`config.mk`:
```
export PLATFORM = sky130hd
export DESIGN_NAME = descriptor_ring_completion_tracker_unit
export DESIGN_NICKNAME = d
export VERILOG_FILES = /design/src/rtl/drct_pkg.sv /design/src/rtl/drct_done_mem.sv /design/src/rtl/drct_walk_unit.sv /design/src/rtl/descriptor_ring_completion_tracker_unit.sv
export SDC_FILE = /design/constraint.sdc
export NUM_CORES = 1
export LEC_CHECK = 0
export ABC_AREA = 1
export BUFFER_PORTS_ARGS = -buffer_cell sky130_fd_sc_hd__buf_2
export CAP_MARGIN = 20
export CORE_UTILIZATION = 55
export DETAILED_ROUTE_END_ITERATION = 16
export PLACE_DENSITY = 0.75
export SYNTH_ARGS = -nofsm -noshare
export SYNTH_HDL_FRONTEND = slang
export SYNTH_HIERARCHICAL = 1
export SYNTH_SLANG_ARGS = --single-unit
```
`constraint.sdc`:
```
create_clock -name clk -period 16.65 [get_ports clk]
set_input_delay 1.665 -clock clk [delete_from_list [all_inputs] [get_ports clk]]
set_output_delay 1.665 -clock clk [all_outputs]
set_load 0.02 [all_outputs]
```
`src/rtl/drct_pkg.sv`:
```
// shared types and constants of the descriptor ring completion tracker
package drct_pkg;

	localparam int RING_DEPTH_DEF = 256;

	localparam logic CMD_DONE_WRITE = 1'b0;
	localparam logic CMD_INTERRUPT  = 1'b1;

	localparam logic RING_RX = 1'b0;
	localparam logic RING_TX = 1'b1;

	localparam logic [31:0] CAUSE_TX_WRITEBACK = 32'h0000_0001;
	localparam logic [31:0] CAUSE_TX_QEMPTY    = 32'h0000_0002;
	localparam logic [31:0] CAUSE_LINK         = 32'h0000_0004;
	localparam logic [31:0] CAUSE_RX_SEQERR    = 32'h0000_0008;
	localparam logic [31:0] CAUSE_RX_THRESH    = 32'h0000_0010;
	localparam logic [31:0] CAUSE_RX_OVERRUN   = 32'h0000_0040;
	localparam logic [31:0] CAUSE_RX_TIMER     = 32'h0000_0080;
	localparam logic [31:0] CAUSE_RX_SMALL     = 32'h0001_0000;

	localparam logic [31:0] RX_CAUSES = CAUSE_RX_SEQERR | CAUSE_RX_THRESH | CAUSE_RX_OVERRUN
		| CAUSE_RX_TIMER | CAUSE_RX_SMALL;
	localparam logic [31:0] TX_CAUSES = CAUSE_TX_WRITEBACK | CAUSE_TX_QEMPTY;

	localparam logic [8:0] SIG_MAX = 9'h1FF;

	// write side of the done-bit store
	typedef struct packed {
		logic en;
		logic both;
		logic ring;
		logic data;
	} mem_wr_t;

	// walk request from the sequencer
	typedef struct packed {
		logic       start;
		logic       ring;
		logic [7:0] hw;
	} walk_req_t;

	// walk status back to the sequencer
	typedef struct packed {
		logic busy;
		logic finish;
		logic overrun;
	} walk_sts_t;

endpackage

```
`src/rtl/drct_done_mem.sv`:
```
// done-bit store of both rings, synchronous read with registered read data
module drct_done_mem import drct_pkg::*; #(
	parameter int DEPTH = RING_DEPTH_DEF,
	localparam int PW = $clog2(DEPTH)
) (
	input  logic          clk,
	input  mem_wr_t       wr,
	input  logic [PW-1:0] wr_addr,
	input  logic [PW-1:0] rd_addr,
	output logic [1:0]    rd_data
);

	logic rx_mem [DEPTH];
	logic tx_mem [DEPTH];

	always_ff @(posedge clk) begin
		if (wr.en) begin
			if (wr.both || wr.ring == RING_RX) begin
				rx_mem[wr_addr] <= wr.data;
			end
			if (wr.both || wr.ring == RING_TX) begin
				tx_mem[wr_addr] <= wr.data;
			end
		end
	end

	always_ff @(posedge clk) begin
		rd_data <= {tx_mem[rd_addr], rx_mem[rd_addr]};
	end

endmodule

```
`src/rtl/drct_walk_unit.sv`:
```
// ring walker: one descriptor per cycle with the next read issued ahead
module drct_walk_unit import drct_pkg::*; #(
	parameter int DEPTH = RING_DEPTH_DEF,
	localparam int PW = $clog2(DEPTH),
	localparam int SW = $clog2(DEPTH + 1)
) (
	input  logic          clk,
	input  logic          arst_n,
	input  walk_req_t     req,
	input  logic [PW-1:0] start_pos,
	input  logic [1:0]    rd_data,
	output logic [PW-1:0] rd_addr,
	output walk_sts_t     sts,
	output logic [PW-1:0] end_pos,
	output logic [SW-1:0] steps
);

	localparam int CW = (PW > 8) ? PW : 8;

	logic          busy_q;
	logic          ring_q;
	logic          met_q;
	logic [7:0]    hw_q;
	logic [PW-1:0] pos_q;
	logic [SW-1:0] steps_q;

	logic          met_now;
	logic          stop;
	logic          limit;
	logic          finish;
	logic [PW-1:0] pos_inc;

	assign pos_inc = (pos_q == PW'(DEPTH - 1)) ? '0 : pos_q + PW'(1);
	// a hardware position beyond the ring never matches
	assign met_now = met_q || (CW'(pos_q) == CW'(hw_q));
	assign stop    = met_now && !rd_data[ring_q];
	assign limit   = !stop && (steps_q == SW'(DEPTH));
	assign finish  = busy_q && (stop || limit);

	assign rd_addr = req.start ? start_pos : pos_inc;

	assign sts.busy    = busy_q;
	assign sts.finish  = finish;
	assign sts.overrun = busy_q && limit;
	assign end_pos     = pos_q;
	assign steps       = steps_q;

	always_ff @(posedge clk or negedge arst_n) begin
		if (!arst_n) begin
			busy_q <= 1'b0;
		end else if (req.start) begin
			busy_q <= 1'b1;
		end else if (finish) begin
			busy_q <= 1'b0;
		end
	end

	always_ff @(posedge clk) begin
		if (req.start) begin
			ring_q  <= req.ring;
			hw_q    <= req.hw;
			met_q   <= 1'b0;
			pos_q   <= start_pos;
			steps_q <= '0;
		end else if (busy_q && !finish) begin
			met_q   <= met_now;
			pos_q   <= pos_inc;
			steps_q <= steps_q + SW'(1);
		end
	end

`ifndef ASSERT_OFF
	a_steps_bound: assert property (@(posedge clk) disable iff (!arst_n)
		busy_q |-> (steps_q <= SW'(DEPTH)))
		else $error("walk step count beyond ring depth");

	a_step_advance: assert property (@(posedge clk) disable iff (!arst_n)
		(busy_q && !finish && !req.start) |=> (steps_q == $past(steps_q) + SW'(1)))
		else $error("walk did not advance by one step");
`endif

endmodule

```
`src/rtl/descriptor_ring_completion_tracker_unit.sv`:
```
// descriptor ring completion tracker: sequencer, output register, walker and store
// a done-bit write gives its result in the cycle after the transfer; an interrupt gives
//   its result after the selected ring walks, RX first, through ST_HOLD to the output
// one interrupt at a time, walked one descriptor per memory read; a write needs output room
// reset: a clearing pass over all RING_DEPTH slots zeroes the done-bit store; no input
//   is taken until it ends, walk positions reset to zero
module descriptor_ring_completion_tracker_unit import drct_pkg::*; #(
	parameter int RING_DEPTH = RING_DEPTH_DEF
) (
	input  logic        clk,
	input  logic        arst_n,
	input  logic        in_valid,
	output logic        in_ready,
	input  logic        cmd,
	input  logic        ring_select,
	input  logic [7:0]  slot,
	input  logic        done_value,
	input  logic [31:0] cause_word,
	input  logic [7:0]  rx_hw_position,
	input  logic [7:0]  tx_hw_position,
	output logic        out_valid,
	input  logic        out_ready,
	output logic        handled,
	output logic        link_changed,
	output logic [8:0]  rx_signals,
	output logic [8:0]  tx_signals,
	output logic [7:0]  rx_walk_out,
	output logic [7:0]  tx_walk_out,
	output logic        walk_overrun
);

	localparam int PW = $clog2(RING_DEPTH);
	localparam int SW = $clog2(RING_DEPTH + 1);
	localparam int CW = (PW > 8) ? PW : 8;
	localparam int XW = (SW > 9) ? SW : 9;

	typedef enum logic [4:0] {
		ST_CLEAR   = 5'b00001,
		ST_IDLE    = 5'b00010,
		ST_RX_WALK = 5'b00100,
		ST_TX_WALK = 5'b01000,
		ST_HOLD    = 5'b10000
	} state_t;

	state_t        st_q, st_d;
	logic [PW-1:0] clr_q;
	logic [PW-1:0] rx_walk_q, tx_walk_q;
	logic          handled_q, link_q, over_q, tx_sel_q;
	logic [7:0]    tx_hw_q;
	logic [8:0]    rx_sig_q, tx_sig_q;

	logic          out_valid_q;
	logic          out_handled_q, out_link_q, out_over_q;
	logic [8:0]    out_rx_sig_q, out_tx_sig_q;
	logic [PW-1:0] out_rx_walk_q, out_tx_walk_q;

	logic          in_acc;
	logic          out_room;
	logic          is_int;
	logic          rx_sel_in, tx_sel_in;
	logic          slot_ok;
	logic          start_rx, start_tx_now, start_tx_after;
	logic          load_write, load_hold;
	logic [8:0]    walk_sig;
	logic [XW-1:0] steps_ext;

	mem_wr_t       mem_wr;
	logic [PW-1:0] mem_wr_addr;
	logic [PW-1:0] mem_rd_addr;
	logic [1:0]    mem_rd_data;

	walk_req_t     wreq;
	walk_sts_t     wsts;
	logic [PW-1:0] wstart_pos;
	logic [PW-1:0] wend_pos;
	logic [SW-1:0] wsteps;

	assign out_room  = !out_valid_q || out_ready;
	assign is_int    = (cmd == CMD_INTERRUPT);
	assign in_ready  = (st_q == ST_IDLE) && (is_int || out_room);
	assign in_acc    = in_valid && in_ready;
	assign rx_sel_in = |(cause_word & RX_CAUSES);
	assign tx_sel_in = |(cause_word & TX_CAUSES);
	assign slot_ok   = (XW'(slot) < XW'(RING_DEPTH));

	assign start_rx       = in_acc && is_int && rx_sel_in;
	assign start_tx_now   = in_acc && is_int && !rx_sel_in && tx_sel_in;
	assign start_tx_after = (st_q == ST_RX_WALK) && wsts.finish && tx_sel_q;

	assign load_write = in_acc && !is_int;
	assign load_hold  = (st_q == ST_HOLD) && out_room;

	assign wreq.start = start_rx || start_tx_now || start_tx_after;
	assign wreq.ring  = start_rx ? RING_RX : RING_TX;
	assign wreq.hw    = start_rx ? rx_hw_position : (start_tx_now ? tx_hw_position : tx_hw_q);
	assign wstart_pos = start_rx ? rx_walk_q : tx_walk_q;

	// counts above the 9-bit field saturate
	assign steps_ext = XW'(wsteps);
	assign walk_sig  = (steps_ext > XW'(SIG_MAX)) ? SIG_MAX : steps_ext[8:0];

	always_comb begin
		mem_wr      = '0;
		mem_wr_addr = clr_q;
		if (st_q == ST_CLEAR) begin
			mem_wr.en   = 1'b1;
			mem_wr.both = 1'b1;
		end else if (load_write && slot_ok) begin
			mem_wr.en   = 1'b1;
			mem_wr.ring = ring_select;
			mem_wr.data = done_value;
			mem_wr_addr = PW'(slot);
		end
	end

	always_comb begin
		st_d = st_q;
		case (st_q)
			ST_CLEAR: begin
				if (clr_q == PW'(RING_DEPTH - 1)) begin
					st_d = ST_IDLE;
				end
			end
			ST_IDLE: begin
				if (in_acc && is_int) begin
					if (rx_sel_in) begin
						st_d = ST_RX_WALK;
					end else if (tx_sel_in) begin
						st_d = ST_TX_WALK;
					end else begin
						st_d = ST_HOLD;
					end
				end
			end
			ST_RX_WALK: begin
				if (wsts.finish) begin
					st_d = tx_sel_q ? ST_TX_WALK : ST_HOLD;
				end
			end
			ST_TX_WALK: begin
				if (wsts.finish) begin
					st_d = ST_HOLD;
				end
			end
			ST_HOLD: begin
				if (out_room) begin
					st_d = ST_IDLE;
				end
			end
			default: st_d = ST_CLEAR;
		endcase
	end

	always_ff @(posedge clk or negedge arst_n) begin
		if (!arst_n) begin
			st_q        <= ST_CLEAR;
			clr_q       <= '0;
			rx_walk_q   <= '0;
			tx_walk_q   <= '0;
			out_valid_q <= 1'b0;
		end else begin
			st_q <= st_d;
			if (st_q == ST_CLEAR) begin
				clr_q <= clr_q + PW'(1);
			end
			if (wsts.finish) begin
				if (st_q == ST_RX_WALK) begin
					rx_walk_q <= wend_pos;
				end else begin
					tx_walk_q <= wend_pos;
				end
			end
			if (load_write || load_hold) begin
				out_valid_q <= 1'b1;
			end else if (out_ready) begin
				out_valid_q <= 1'b0;
			end
		end
	end

	// interrupt bookkeeping while the walks run
	always_ff @(posedge clk) begin
		if (in_acc && is_int) begin
			handled_q <= (cause_word != 32'h0);
			link_q    <= |(cause_word & CAUSE_LINK);
			tx_sel_q  <= tx_sel_in;
			tx_hw_q   <= tx_hw_position;
			rx_sig_q  <= '0;
			tx_sig_q  <= '0;
			over_q    <= 1'b0;
		end else if (wsts.finish) begin
			if (st_q == ST_RX_WALK) begin
				rx_sig_q <= walk_sig;
			end else begin
				tx_sig_q <= walk_sig;
			end
			if (wsts.overrun) begin
				over_q <= 1'b1;
			end
		end
	end

	always_ff @(posedge clk) begin
		if (load_write) begin
			out_handled_q <= 1'b0;
			out_link_q    <= 1'b0;
			out_rx_sig_q  <= '0;
			out_tx_sig_q  <= '0;
			out_over_q    <= 1'b0;
			out_rx_walk_q <= rx_walk_q;
			out_tx_walk_q <= tx_walk_q;
		end else if (load_hold) begin
			out_handled_q <= handled_q;
			out_link_q    <= link_q;
			out_rx_sig_q  <= rx_sig_q;
			out_tx_sig_q  <= tx_sig_q;
			out_over_q    <= over_q;
			out_rx_walk_q <= rx_walk_q;
			out_tx_walk_q <= tx_walk_q;
		end
	end

	assign out_valid    = out_valid_q;
	assign handled      = out_handled_q;
	assign link_changed = out_link_q;
	assign rx_signals   = out_rx_sig_q;
	assign tx_signals   = out_tx_sig_q;
	assign walk_overrun = out_over_q;

	logic [CW-1:0] rx_walk_ext, tx_walk_ext;
	assign rx_walk_ext = CW'(out_rx_walk_q);
	assign tx_walk_ext = CW'(out_tx_walk_q);
	assign rx_walk_out = rx_walk_ext[7:0];
	assign tx_walk_out = tx_walk_ext[7:0];

	drct_done_mem #(
		.DEPTH(RING_DEPTH)
	) u_mem (
		.clk     (clk),
		.wr      (mem_wr),
		.wr_addr (mem_wr_addr),
		.rd_addr (mem_rd_addr),
		.rd_data (mem_rd_data)
	);

	drct_walk_unit #(
		.DEPTH(RING_DEPTH)
	) u_walk (
		.clk       (clk),
		.arst_n    (arst_n),
		.req       (wreq),
		.start_pos (wstart_pos),
		.rd_data   (mem_rd_data),
		.rd_addr   (mem_rd_addr),
		.sts       (wsts),
		.end_pos   (wend_pos),
		.steps     (wsteps)
	);

`ifndef ASSERT_OFF
	a_no_input_in_clear: assert property (@(posedge clk) disable iff (!arst_n)
		(st_q == ST_CLEAR) |-> !in_ready)
		else $error("input taken during clearing pass");

	a_finish_in_walk: assert property (@(posedge clk) disable iff (!arst_n)
		wsts.finish |-> (st_q == ST_RX_WALK || st_q == ST_TX_WALK))
		else $error("walk finished outside a walk state");

	a_hold_loads: assert property (@(posedge clk) disable iff (!arst_n)
		load_hold |=> (out_valid_q && st_q == ST_IDLE))
		else $error("interrupt result not presented");

	a_write_result: assert property (@(posedge clk) disable iff (!arst_n)
		load_write |=> (out_valid_q && out_rx_sig_q == 9'h0 && out_tx_sig_q == 9'h0
			&& !out_over_q))
		else $error("done-bit write result not clean");
`endif

endmodule
```
# After elaboration in Yosys (flattened, before gate mapping)
# Memories as Yosys holds them, arrays and structs flattened. A register that Yosys moved wholly into a read port is not among the register bits.
# Cells that the tools add are included.
[totals] regBits=125 mem_bits_rw=512 in_bits=63 elab_cells=130 memories=2
[mem_list] memory="u_mem.rx_mem" depth=256 width=1 read_ports=1 rd_ports_with_merged_regs=1 write_ports=1 line_no="drct_done_mem.sv:13" text="logic rx_mem [DEPTH];"
[mem_list] memory="u_mem.tx_mem" depth=256 width=1 read_ports=1 rd_ports_with_merged_regs=1 write_ports=1 line_no="drct_done_mem.sv:14" text="logic tx_mem [DEPTH];"
[op_classes] n_addsub=3 magnitude_cmp=2 eq_ne=14 mux=41 bitwise_logic=2 n_reduce_logical=41
[ops] op="8-bit 2-to-1 mux" count=13
[ops] op="5-bit 2-to-1 mux" count=8
[ops] op="32-bit nonzero test" count=1
[ops] op="5-bit case mux with 5 select lines" count=1
[ops] op="8-bit by 1-bit adder with 8-bit output (second input constant)" count=2
[ops] op="8-bit == test (second input constant)" count=2
[ops] op="1-bit 2-to-1 mux" count=16
[ops] op="1-bit logical AND" count=15
[ops] op="9-bit by 1-bit adder with 9-bit output (second input constant)" count=1
[ops] op="9-bit == test (second input constant)" count=1
[ops] op="9-bit > comparator (second input constant)" count=1
[ops] op="1-bit logical OR" count=9
[ops] op="9-bit 2-to-1 mux" count=1
[ops] op="8-bit == test" count=1
[ops] op="2-bit by 1-bit != test with 1-bit output (second input constant)" count=4
[ops] op="2-bit nonzero test" count=4
[ops] op="1-bit zero test" count=6
[ops] op="2-bit AND reduction" count=3
[ops] op="5-bit by 1-bit == test with 1-bit output (second input constant)" count=1
[ops] op="5-bit by 2-bit == test with 1-bit output (second input constant)" count=1
[ops] op="5-bit by 3-bit == test with 1-bit output (second input constant)" count=1
[ops] op="5-bit by 4-bit == test with 1-bit output (second input constant)" count=1
[ops] op="5-bit == test (second input constant)" count=1
[ops] op="5-bit AND reduction" count=1
[ops] op="other kinds (6)" count=8

# Longest topological paths before layout
[logic_depth] ltp_word=13 depth_mapped=33 depth_no_buf=27

# Modules after synthesis
# Netlist, hierarchy kept.
[modules_own_cells] mod="drct_done_mem" n_inst=1 cells_per_inst=2396 area_per_inst_um2=24038.1
[modules_own_cells] mod="descriptor_ring_completion_tracker_unit" n_inst=1 cells_per_inst=522 area_per_inst_um2=4321.6
[modules_own_cells] mod="drct_walk_unit" n_inst=1 cells_per_inst=201 area_per_inst_um2=1606.5

# Least setup slack after synthesis
# No wires, ideal clock.
[synth_timing] path_type="input port to flip-flop" startpoint="in out_ready" endpoint="mem u_mem.rx_mem[0], data pin" setup_time_ps=2575 arrival_ps=14130 required_time_ps=14075 slack_ps=-54 stages=5 path_buffers=1 path_cell_list="nor2_1 a21oi_2 nand3_2 buf_2 nor2_1"
[synth_lines] element="start, declared" line_no="descriptor_ring_completion_tracker_unit.sv:22" text="input logic out_ready,"
[synth_lines] element="end, declared" line_no="drct_done_mem.sv:13"

==> impl_metrics.tcl <==
set metrics [dict create \
    numCtsBuffers 67 \
    gp_congestion 0.8821 \
    yosysWarnings 6 \
    critPathArrivalTime_ns 8.26 \
    firstDrtPassIters 6 \
    min_period_over_period_pct 46.32 \
    cts_root_buffer "clkbuf_16" \
    grt_pass1_vias 22146 \
    core_area_sq_mm 0.05381 \
    fp.dieArea_sq_mm 0.05541 \
    syn_area_sq_mm 0.02996 \
    slowest_stage "a21oi_1" \
    syn_nets 3185 \
    cp.required_ns 17.20 \
    critPathKind "reg -> reg" \
    pre_cts_slack_ns 9.142 \
    setup_viol 0 \
    violations "max-slew violations" \
    crit_path_max_incr_delay_ns 1.00 \
    setup_ws_ns 8.937 \
    p_leak_nw 12.32 \
    cts_tree "yes" \
    tns_ns 0 \
    drt_iter0_drc 3439 \
    routed_wl_um 79320 \
    clk-insertion-delay-late_ns 0.61 \
    maxSlewHeadroom_pct -15.01 \
    grt_pass1_wl_um 122600 \
    io_pins 102 \
    critPathLaunchType "register" \
    drv_cap 0 \
    drv_slew 242 \
    drtAntennaViolNets 0 \
    hold_viol 0 \
    final_layout_size_suffix_gt1_share_pct 9.346 \
    post-dp-hpwl_um 39340 \
    finClkSkew_ns 0.03337 \
    cp_top_family "buffers and inverters" \
    grt-ovfl-total 0 \
    tightest_slew_ns 1.725 \
    routedWlPerCell_um 20.88 \
    outcome "complete, but fails checks" \
    vias 23485 \
    clk_pin_slew_ns 0.06 \
    post_cts_buffers 0 \
    grt_setup_unrepaired "false" \
    post-route-drc-count 0 \
    ctsHtreeMaxLevel 3 \
    start_util_pct 55.67 \
    area_growth_pct 9.384 \
    antenna_found_initial 0 \
    cts.path.max_buffers 3 \
    hold_buffers 0 \
    clock_sinks 639 \
    power.density_mw_per_mm2 97.15 \
    cts_resized 0 \
    die_h_um 235.4 \
    syn_area_per_cell_sq_um 9.608 \
    fmax_ghz 0.1297 \
    hold_path.class "reg -> reg" \
    crit_fanout 103 \
    fin_nets 3122 \
    syn_inst 3118 \
    grt_max_degree 321 \
    viasPerCell 6.182 \
    num_rows 85 \
    dieWidth_um 235.4 \
    num_antenna_cells 0 \
    mostFrequentLayoutCells "nand2_1 (833), edfxtp_1 (556), nand3_1 (544), nor3_1 (514), inv_1 (110)" \
    crit_path_end_kind "register" \
    ir_drop_uv 63.78 \
    portBuffers 101 \
    critical_path_buf_inv_count 7 \
    grt.total_usage_pct 28.19 \
    layout_commonest_cell "nand2_1" \
    min_period_ns 7.713 \
]
## worst paths after layout
kind                                                   start                       end  slack [ns]  depth (start not counted)
worst max-delay path            u_walk/steps[0]$_SDFFE_PP0P_  u_mem/rd_data[0]$_DFF_P_        8.94                         26
worst min-delay path                rx_sig_q[8]$_SDFFE_PN0N_  rx_sig_q[8]$_SDFFE_PN0N_        0.47                          2
worst max register to register  u_walk/steps[0]$_SDFFE_PP0P_  u_mem/rd_data[0]$_DFF_P_        8.94                         26
worst min register to register      rx_sig_q[8]$_SDFFE_PN0N_  rx_sig_q[8]$_SDFFE_PN0N_        0.47                          2
max in group asynchronous                             arst_n      clr_q[4]$_DFFE_PN0P_       15.00                          1
min in group asynchronous                             arst_n  rx_walk_q[0]$_DFFE_PN0N_        1.14                          1
## registers in the layout, indices dropped and copies added (netlist names), 9 cells and up
register / flops
u_walk/steps: 9
tx_signals: 9
tx_sig_q: 9
u_mem/tx_mem: 256
rx_sig_q: 9
u_mem/rx_mem: 256
rx_signals: 9
## report_power, final
| part | internal [W] | total, W | switching [W] |
|---|---|---|---|
| logic | 0.00000561 | 0.0000113 | 0.00000568 |
| registers | 0.00172 | 0.00172 | 0.00000000000000000000308 |
| clock network | 0.000851 | 0.00146 | 0.000605 |
## per-stage QoR
| step | instances | total power, W | cell area, sq um | hold WS [ns] | utilization [%] |
|---|---|---|---|---|---|
| floorplan | 3118 | 0.001751 | 29960 | 0.4398 | - |
| global placement | 3668 | 0.001761 | 30310 | 0.4553 | 56.32 |
| detailed placement | 3669 | 0.001761 | 30320 | 0.4606 | 56.35 |
| CTS | 3786 | 0.003194 | 32430 | 0.4700 | 60.27 |
| global route | 3799 | 0.003250 | 32770 | 0.4850 | 60.90 |
| finish | 3799 | 0.003184 | 32770 | 0.4659 | 60.90 |
## cell type report
class                      instances  area [sq um]
clock inverter                    27         230.2
multi-input combinational       2073          9643
inverter                         121         465.4
timing repair buffer             153          1169
sequential                       639         18510
fill                            4316         21040
clock buffer                      90          1878
tap                              696         870.8
## worst reg2reg max path, cell delays in order (launching register included)
cell and delay [ns]:
dfxtp_1 0.37, inv_1 0.11, ha_1 0.15, nand2_1 0.08, nor3_2 0.18, nand4_2 0.43, a21oi_1 1.00, inv_1 0.34
nor2_8 0.27, inv_2 0.23, o21ai_1 0.19, buf_4 0.29, nand2_1 0.15, o21ai_4 0.07, buf_4 0.63, buf_4 0.95
buf_4 0.97, nand2_1 0.16, nand3_1 0.15, nand3_1 0.12, nand3_1 0.14, nand3_1 0.22, nand2_1 0.16, nand2_1 0.08
nand3_1 0.08, nand3_1 0.08, nand2_1 0.06
## routing by layer
| layer | routed length (um) | GRT usage (%) | vias up |
|---|---|---|---|
| li1 | - | - | 10724 |
| met1 | 30580 | 38.24 | 11320 |
| met2 | 38130 | 46.15 | 1274 |
| met3 | 8204 | 4.198 | 167 |
| met4 | 2415 | 10.62 | 0 |
| met5 | 0 | 0 | - |
Note: power is estimated with default switching activity, not from simulation.
